## config.mk

```make
export PLATFORM = sky130hd
export DESIGN_NAME = stlf_div
export DESIGN_NICKNAME = d
export VERILOG_FILES = /design/src/rtl/core/score_timed_led_fader_assert.svh /design/src/rtl/core/stlf_pkg.sv /design/src/rtl/core/stlf_div.sv
export SDC_FILE = /design/constraint.sdc
export NUM_CORES = 1
export LEC_CHECK = 0
export BUFFER_PORTS_ARGS = -buffer_cell sky130_fd_sc_hd__buf_2
export CORE_MARGIN = 5
export CORE_UTILIZATION = 55
export DETAILED_ROUTE_END_ITERATION = 7
export GPL_ROUTABILITY_DRIVEN = 0
export PLACE_DENSITY = 0.78
export RECOVER_POWER = 100
export SKIP_LAST_GASP = 1
export SLEW_MARGIN = 5
export SYNTH_ARGS = -nofsm -noshare
export SYNTH_HDL_FRONTEND = slang
export SYNTH_SLANG_ARGS = --single-unit
```

## constraint.sdc

```tcl
create_clock -name clk -period 3.7 [get_ports clk]
set_clock_uncertainty 0.15 [all_clocks]
set_input_delay 0.74 -clock clk [delete_from_list [all_inputs] [get_ports clk]]
set_output_delay 0.74 -clock clk [all_outputs]
set_load 0.02 [all_outputs]
```

## src/rtl/core/score_timed_led_fader_assert.svh

```systemverilog
// Assertion macros shared by the fader RTL.
`ifndef SCORE_TIMED_LED_FADER_ASSERT_SVH
`define SCORE_TIMED_LED_FADER_ASSERT_SVH
// Implication checked on every rising clock edge outside reset.
`define STLF_ASSERT_IMP(label, ante, cons) \
	label: assert property (@(posedge clk) disable iff (!arst_n) (ante) |-> (cons)) \
		else $error("assertion failed");
// Next-cycle implication checked outside reset.
`define STLF_ASSERT_NEXT(label, ante, cons) \
	label: assert property (@(posedge clk) disable iff (!arst_n) (ante) |=> (cons)) \
		else $error("assertion failed");
`endif

```

## src/rtl/core/stlf_pkg.sv

```systemverilog
// Package with types and constants for the score timed LED fader.
`timescale 1ns / 1ps
package stlf_pkg;
	localparam int ScoreDepth = 256;
	localparam int KeyCount   = 9;
	localparam int AddrW      = 8;
	localparam logic [31:0] LastEventMs = 32'd2535;
	localparam logic [7:0]  LevelMax    = 8'd255;
	localparam logic [1:0] CMD_WRITE   = 2'd0;
	localparam logic [1:0] CMD_RESTART = 2'd1;
	localparam logic [1:0] CMD_TICK    = 2'd2;
	localparam logic CFG_LENGTH = 1'b0;
	localparam logic CFG_MAP    = 1'b1;
	localparam logic [35:0] LedMapReset = 36'h876543210;

	typedef struct packed {
		logic [1:0]  cmd;
		logic [7:0]  entry_index;
		logic [31:0] entry_start_ms;
		logic [8:0]  entry_mask;
		logic [31:0] now_ms;
	} in_item_t;

	typedef struct packed {
		logic [3:0] led_number;
		logic [7:0] green_level;
		logic [7:0] blue_level;
		logic       last_led;
	} out_item_t;
endpackage

```

## src/rtl/core/stlf_div.sv

```systemverilog
// Restoring divider producing floor((elapsed << 16) / dur) for elapsed < dur.
`timescale 1ns / 1ps
module stlf_div import stlf_pkg::*; (
	input  logic        clk,
	input  logic        arst_n,
	input  logic        go,
	input  logic [31:0] num,
	input  logic [31:0] den,
	output logic        done,
	output logic [16:0] quo
);
	logic [32:0] rem_q;
	logic [31:0] den_q;
	logic [16:0] quo_q;
	logic [4:0]  cnt_q;
	logic        run_q;
	logic [33:0] trial;

	// Remainder stays below den, so one shifted bit and compare per step.
	assign trial = {rem_q, 1'b0} - {2'b0, den_q};

	always_ff @(posedge clk or negedge arst_n) begin
		if (!arst_n) begin
			run_q <= 1'b0;
			cnt_q <= '0;
			done  <= 1'b0;
		end else begin
			done <= 1'b0;
			if (go) begin
				run_q <= 1'b1;
				cnt_q <= 5'd16;
			end else if (run_q) begin
				if (cnt_q == 5'd1) begin
					run_q <= 1'b0;
					done  <= 1'b1;
				end
				cnt_q <= cnt_q - 5'd1;
			end
		end
	end

	always_ff @(posedge clk) begin
		if (go) begin
			rem_q <= {1'b0, num};
			den_q <= den;
			quo_q <= '0;
		end else if (run_q) begin
			if (!trial[33]) begin
				rem_q <= trial[32:0];
				quo_q <= {quo_q[15:0], 1'b1};
			end else begin
				rem_q <= {rem_q[31:0], 1'b0};
				quo_q <= {quo_q[15:0], 1'b0};
			end
		end
	end
	assign quo = quo_q;
endmodule

```

* Word level (Yosys, flattened, before mapping)
Index checks and enable logic that the tools add are counted.
Word-level totals: input bits 67, output and inout bits 18, flip-flop bits (word level) 89, word-level logic and storage cells 23
Cells by class: reduce and logical (&&, ||, !) cells 1, eq/ne operators 1, add/subtract/negate cells 2, mux-type cells 12
Operators by type and width (number):
- 2-to-1 mux 32 bit | 2
- subtractor 34 x 32 -> 34 bit | 1
- 2-to-1 mux 33 bit | 1
- 2-to-1 mux 5 bit | 2
- 2-to-1 mux 1 bit | 7
- equality test 5 x 1 -> 1 bit (second input constant) | 1
- subtractor 5 x 1 -> 5 bit (second input constant) | 1
- nonzero test 2 bit | 1

* Depth between registers and ports, before layout
Gate-level depths: netlist of run 1.
depth after elaboration 4, gate-level depth with buffers 13, gate-level depth less buffers 10

* Least setup slack after synthesis of run 1
No wires, ideal clock.
kind reg2reg, from reg rem_q[29], to reg rem_q[3] (data pin), stages on the path, launching flop included 12, arrival time 2.524 ns, buffers on the path 3, setup slack 0.755 ns, setup time 0.270 ns, data required time 3.280 ns, clock period less this slack 2.945 ns, path through edfxtp_1 -> ha_1 -> buf_6 -> a21o_1 -> a211o_1 -> a21o_1 -> a311oi_2 -> and3_1 -> buf_6 -> buf_12 -> mux2i_1 -> a21oi_1
On the way: cells in the longest elaborated chain, start to end 4
Ends and longest elaborated chain:
- start, declared | line stlf_div.sv:12 | logic [32:0] rem_q;
- start signal, assigned | line stlf_div.sv:44 | rem_q <= {1'b0, num};
- start signal, assigned | line stlf_div.sv:49 | rem_q <= trial[32:0];
- start signal, assigned | line stlf_div.sv:52 | rem_q <= {rem_q[31:0], 1'b0};
- subtractor 34 x 32 -> 34 bit | line stlf_div.sv:20 | assign trial = {rem_q, 1'b0} - {2'b0, den_q};
- 2-to-1 mux 33 bit | line stlf_div.sv:48 | if (!trial[33]) begin
- 2-to-1 mux 32 bit | line stlf_div.sv:47 | end else if (run_q) begin
- 2-to-1 mux 32 bit | line stlf_div.sv:43 | if (go) begin
Every way passes these cells. The select of a mux whose other input is x is not followed. A chain may end at the register's enable or synchronous reset.

* Final worst setup path of run 1
from reg rem_q[3], to reg rem_q[20] (data pin)
The elaborated chain is that of the path after synthesis.

==> impl_metrics.ini, run 1 <==
[run_status]
status = finished with violations
violations = max-capacitance violations, max-slew violations

[floorplan]
dieArea_mm2 = 0.0120
die_y_um = 110
die_w_um = 110
start_util_pct = 56.2
io_pins = 85
core_mm2 = 0.00973
rows = 36

[placed_design]
port_buffers = 84
dp_cells = 756
pre_cts_slack_ns = 0.466
hpwl_mm = 8.84

[setup_path]
path_max_fanout = 18
slowest_stage = or4_1
cp.arrival_ns = 3.44
cp-end-kind = flip-flop
crit_path_start_kind = flip-flop
path_buf_inv = 0
crit_path_max_incr_delay_ns = 0.63
path_delay_family = compound AO/OA/AOI/OAI gates
worstPathRequired_ns = 3.78
critical_path.cell_chain = ha_1, a21o_1, a211o_1, o211a_1, o2111ai_4, a21o_4, nand3_2, or4_1, nand3_1
crit_type = reg -> reg

[drt]
vias_per_cell = 5.63
wire_per_inst_um = 15.7
drcViolationCount = 0
drt_iter0_markers = 175
wl_mm = 12.1
ant_nets = 0
firstDrtPassIters = 4
vias = 4350

[synth]
synth_top_family_by_area = compound AO/OA/AOI/OAI gates
netlist-cell-type-count = 60
synth_fa_ha_area_share_pct = 7.92
synth_seq_cells = 89
synth_compound_area_share_pct = 17.6
ys_seq_area_share_pct = 45.0
synthMuxAreaShare_pct = 6.82
syn_area_mm2 = 0.00547
synth_fp_nets = 655
synth_xor_area_share_pct = 2.88
async_flop_share_pct = 7.87
synth_flop_cell = edfxtp_1
yosys_warnings = 0
syn_inst = 554
syn_area_per_cell_um2 = 9.87
synth_enable_flop_cells = 64
yosys.area_share.simple_pct = 14.3

[sta]
slew_headroom_pct = -30.8
fin_crit_sh_pct = 90.9
holdWs_ns = 0.106
setup_viol = 0
slew_violations = 158
fmax_ghz = 0.297
final.setup.worst_slack_ns = 0.336
min_period_ns = 3.36
worst_pin_slew_ns = 1.96
hold_viol = 0
fin_setup_tns_ns = 0
rsz0062_at_grt = no

[clock_tree]
cts_made_buffers = 9
holdBufCountCts = 0
cts_tree = built
clockBufferDepth = 2
h-tree-depth = 3
cts_resized = 0
clock-root-buffer = clkbuf_8
cts.sinks = 89
cts_setup_buffers = 0
insertion_delay_ns = 0.36
clkTransAtPathRegs_ns = 0.09

[power_and_ir_drop]
power_mw = 5.02
seqPwrFrac_pct = 31.1
p_int_mw = 2.93
power_density_mw_per_mm2 = 816
clockPowerShare_pct = 14.4
p_sw_mw = 2.09
ir_worst_vdd_mv = 0.354
p_leak_nw = 2.78
switching_share_pct = 41.6
p_comb_share_pct = 54.6

[cells_and_area]
fillers = 850
drive_gt1_share_pct = 14.7
multi_input_area_mm2 = 0.00270
syn_to_final_growth_pct = 12.4
antenna_cells = 0
seq_area_mm2 = 0.00246
final_nets = 735
finalNonFillerCells = 772

[flow_run]
drv_cap = 3

[global_route]
gr-usage-met1_pct = 26.3
grt-ovfl-total = 0
grt_pass1_wl_mm = 19.9
met2_usage_pct = 35.0
grt_util_met3_pct = 5.28
grt_util_all_layers_pct = 21.0
antenna_found_initial = 0
grt_max_degree = 98
grt.busiest_layer = met2
grt_pass1_vias = 4405

[hold_path]
hp-class = in -> async
==> cells in the final DEF (no fill, tap or decap), types with 21 or more instances in the layout <==
cell | netlist | final
mux2i_1 | 35 | 35
a21oi_1 | 35 | 35
inv_1 | 48 | 48
buf_2 | 0 | 64
ha_1 | 33 | 33
clkbuf_1 | 14 | 21
o21ai_0 | 19 | 32
nand2_1 | 48 | 48
nor2_1 | 49 | 49
edfxtp_1 | 64 | 64
==> synth_stat cells (2+ instances only) <==
master	count	area (um2)
a31oi_1	8	50.1
nand3b_1	7	52.6
dfrtp_1	7	175
o21ai_0	19	95.1
mux2_2	2	22.5
or3_1	2	12.5
dfxtp_1	18	360
inv_1	48	180
nand2b_1	4	25.0
or2_2	3	18.8
a21oi_1	35	175
a2bb2oi_1	6	52.6
edfxtp_1	64	1920
o21ai_1	18	90.1
mux2i_1	35	350
a21boi_0	5	37.5
o2111ai_1	2	17.5
and2_1	4	25.0
a21o_1	8	60.1
ha_1	33	413
nor2_1	49	184
o211a_1	3	30.0
nor2b_1	4	25.0
nand4_1	5	31.3
nand2_1	48	180
nor4_1	2	12.5
xnor2_1	12	105
or4_1	2	15.0
o211ai_1	11	82.6
nand3_1	13	65.1
o21a_1	9	67.6
a211oi_1	2	15.0
xor2_1	6	52.6
buf_1	2	7.51
nor3_1	10	50.1
buf_6	3	33.8
a211o_1	3	26.3
clkbuf_1	14	52.6
and3_1	4	25.0
o311ai_1	4	35.0
==> layer usage <==
| layer | wire (um) | vias up |
|---|---|---|
| met4 | 131 | 0 |
| li1 | - | 2167 |
| met2 | 5940 | 110 |
| met3 | 739 | 12 |
| met5 | 0 | - |
| met1 | 5320 | 2061 |
==> registers in the layout, indices dropped and copies added (netlist names) <==
name	flops
den_q	32
done	1
rem_q	33
cnt_q	5
quo	17
run_q	1
==> final timing paths <==
kind / from / end / slack [ns] / cells past startpoint
max in group asynchronous: arst_n / run_q / 3.03 / 1
min in group clk: quo[16] / quo[16] / 0.36 / 2
hold reg to reg: quo[16] / quo[16] / 0.36 / 2
hold / removal: arst_n / cnt_q[0] / 0.11 / 1
setup / recovery: rem_q[3] / rem_q[20] / 0.34 / 9
setup reg to reg: rem_q[3] / rem_q[20] / 0.34 / 9
==> power by group through the flow <==
stage | logic, mW | clock network, mW | registers, mW
CTS | 2.77 | 0.732 | 1.55
detailed placement | 2.76 | 0 | 1.57
finish | 2.74 | 0.721 | 1.56
global route | 3.03 | 0.776 | 1.59
floorplan | 2.30 | 0 | 1.53
global placement | 2.65 | 0 | 1.56
==> cells by family (layout without fill, tap and decap cells) <==
group / after synthesis / after routing
AOI/OAI and AO/OA: 144 / 144
xor gates and xnor gates: 18 / 18
adders and majority gates: 34 / 34
buffers and inverters: 69 / 154
DFF: 89 / 89
muxes: 37 / 37
and+or+nand+nor: 163 / 163
==> through the flow <==
stage	utilization [%]	cell area, um2
after CTS	63.7	6200
after global placement	61.6	5990
after floorplan	-	5470
after global routing	63.2	6140
final	63.2	6140
after detailed placement	61.6	5990
==> final cells by class <==
type	count	share of cell area, %
Sequential cell	89	40.0
Inverter	48	2.93
Tap cell	133	2.71
Clock inverter	7	1.38
Timing Repair Buffer	90	7.03
Clock buffer	9	2.02
Multi-Input combinational cell	396	43.9
Power figures use the tool's default switching activity.
==> run 2: changes to the inputs <==
- ABC_AREA: unset -> 0
- CTS_CLUSTER_SIZE: unset -> 28
- clock period: 3.7 -> 4.2 ns (I/O delays scaled with it)
==> run 2 against run 1 <==
- highest routed layer unchanged
- setup slack better by 0.40 ns
- via count up 0.67%
- cell area decreased by 0.65%
- largest cell class unchanged
- sequential power fell by 12%
- non-clock buffer count down 1
- final cell count down 0.13%
- total power fell by 14%
- the run still ends with max-capacitance violations, max-slew violations left
- critical endpoint is now rem_q[6]
- critical path depth increased by 1
- count of clock-buffer cells in the layout grew 1
- sequential share of layout area is 0.26 points higher
- fmax decreased by 2.9%
==> impl_metrics.ini, run 2 (synthesized netlist as in run 1, its figures left out) <==
[run_status]
status = finished with violations
violations = max-capacitance violations, max-slew violations

[drt]
top_layer_used = met4
drt_iter0_markers = 251
wl_mm = 12.0
vias_per_cell = 5.68
wl_met2_mm = 5.68
wl_met1_mm = 5.32
firstDrtPassIters = 5
drcViolationCount = 0
ant_nets = 0
wire_per_inst_um = 15.6
vias = 4379
met3WireLength_um = 731

[global_route]
grt_pass1_wl_mm = 19.7
grt_util_all_layers_pct = 21.0
grt_max_degree = 79
grt-ovfl-total = 0
grt_pass1_vias = 4344
antenna_found_initial = 0

[sta]
setup_viol = 0
holdWs_ns = 0.189
rsz0062_at_grt = no
slew_violations = 33
slew_headroom_pct = -0.933
hold_viol = 0
final.setup.worst_slack_ns = 0.734
fmax_ghz = 0.289
fin_crit_sh_pct = 82.5
fin_setup_tns_ns = 0
min_period_ns = 3.47
worst_pin_slew_ns = 1.51

[setup_path]
cp-end-kind = flip-flop
path_max_fanout = 18
crit_cells = 10
crit_path_start_kind = flip-flop
path_delay_family = compound AO/OA/AOI/OAI gates
crit_start = rem_q[3]
r2r_slack_ns = 0.73
crit_path_max_incr_delay_ns = 0.46
crit_type = reg -> reg
path_buf_inv = 1
timing.rr.start = rem_q[3]
critical_path.cell_chain = ha_1, a21o_1, a211o_1, o211a_1, o2111ai_1, a21o_4, and3_1, buf_4, mux2i_1, o21ai_0
r2r_cells = 10
r2r_end = rem_q[6]
crit_end = rem_q[6]
worstPathRequired_ns = 4.14
cp.arrival_ns = 3.41
slowest_stage = o2111ai_1

[placed_design]
hpwl_mm = 8.73
dp_cells = 755
pre_cts_slack_ns = 0.960
port_buffers = 84
placed_cell_area_mm2 = 0.00597

[floorplan]
rows = 36
die_w_um = 110
dieArea_mm2 = 0.0120
die_y_um = 110
core_mm2 = 0.00973
io_pins = 85
start_util_pct = 56.2

[flow_run]
drv_cap = 1

[clock_tree]
clock-root-buffer = clkbuf_8
cts_made_buffers = 9
cts.sinks = 89
cts_tree = built
insertion_delay_ns = 0.38
cts_resized = 0
clkTransAtPathRegs_ns = 0.10
holdBufCountCts = 0
h-tree-depth = 3
clockBufferDepth = 2
cts_setup_buffers = 0

[power_and_ir_drop]
p_int_mw = 2.47
seqPwrFrac_pct = 31.6
power_mw = 4.33
power_density_mw_per_mm2 = 709
p_sw_mw = 1.86
clockPowerShare_pct = 13.1
p_leak_nw = 2.77
ir_worst_vdd_mv = 0.373
switching_share_pct = 42.9
p_comb_share_pct = 55.3

[cells_and_area]
fin_area_mm2 = 0.00610
largest_reg_flops = 33
finalNonFillerCells = 771
layout_common_cells = 64 x edfxtp_1, 64 x buf_2, 49 x nor2_1
final_nets = 734
post-route-util_pct = 62.7
fillers = 841
multi_input_area_mm2 = 0.00269
antenna_cells = 0
largest_register = rem_q
drive_gt1_share_pct = 14.7
seq_area_mm2 = 0.00246
syn_to_final_growth_pct = 11.7

[hold_path]
hp-class = in -> async
==> run 2: area by class of cell <==
class | instances | share of cell area [%]
repair buffers | 89 | 7.09
inverters | 48 | 2.95
flip-flops and latches | 89 | 40.3
well taps | 133 | 2.73
clock buffers | 10 | 2.09
multi-input cells | 396 | 44.1
clock inverters | 6 | 0.820
==> run 2: worst min path at each step <==
stage | end | slack [ns] | cells after the start
CTS | run_q | 0.1 | 1
detailed placement | quo[8] | 0.35 | 2
global route | cnt_q[2] | 0.19 | 1
finish | cnt_q[4] | 0.19 | 1
global placement | quo[16] | 0.32 | 2
floorplan | cnt_q[4] | 0.33 | 2
==> run 2: metal layers <==
metal	vias to the layer above	GRT usage, %
li1	2168	-
met1	2056	26.6
met2	127	34.1
met3	28	5.40
met4	0	8.73
met5	-	0
==> run 2: power groups by stage <==
stage | Combinational [mW] | Sequential (mW) | Clock (mW)
after floorplan | 2.02 | 1.35 | 0
after global placement | 2.32 | 1.37 | 0
after detailed placement | 2.41 | 1.38 | 0
after CTS | 2.41 | 1.37 | 0.584
after global routing | 2.68 | 1.40 | 0.612
final | 2.39 | 1.37 | 0.567
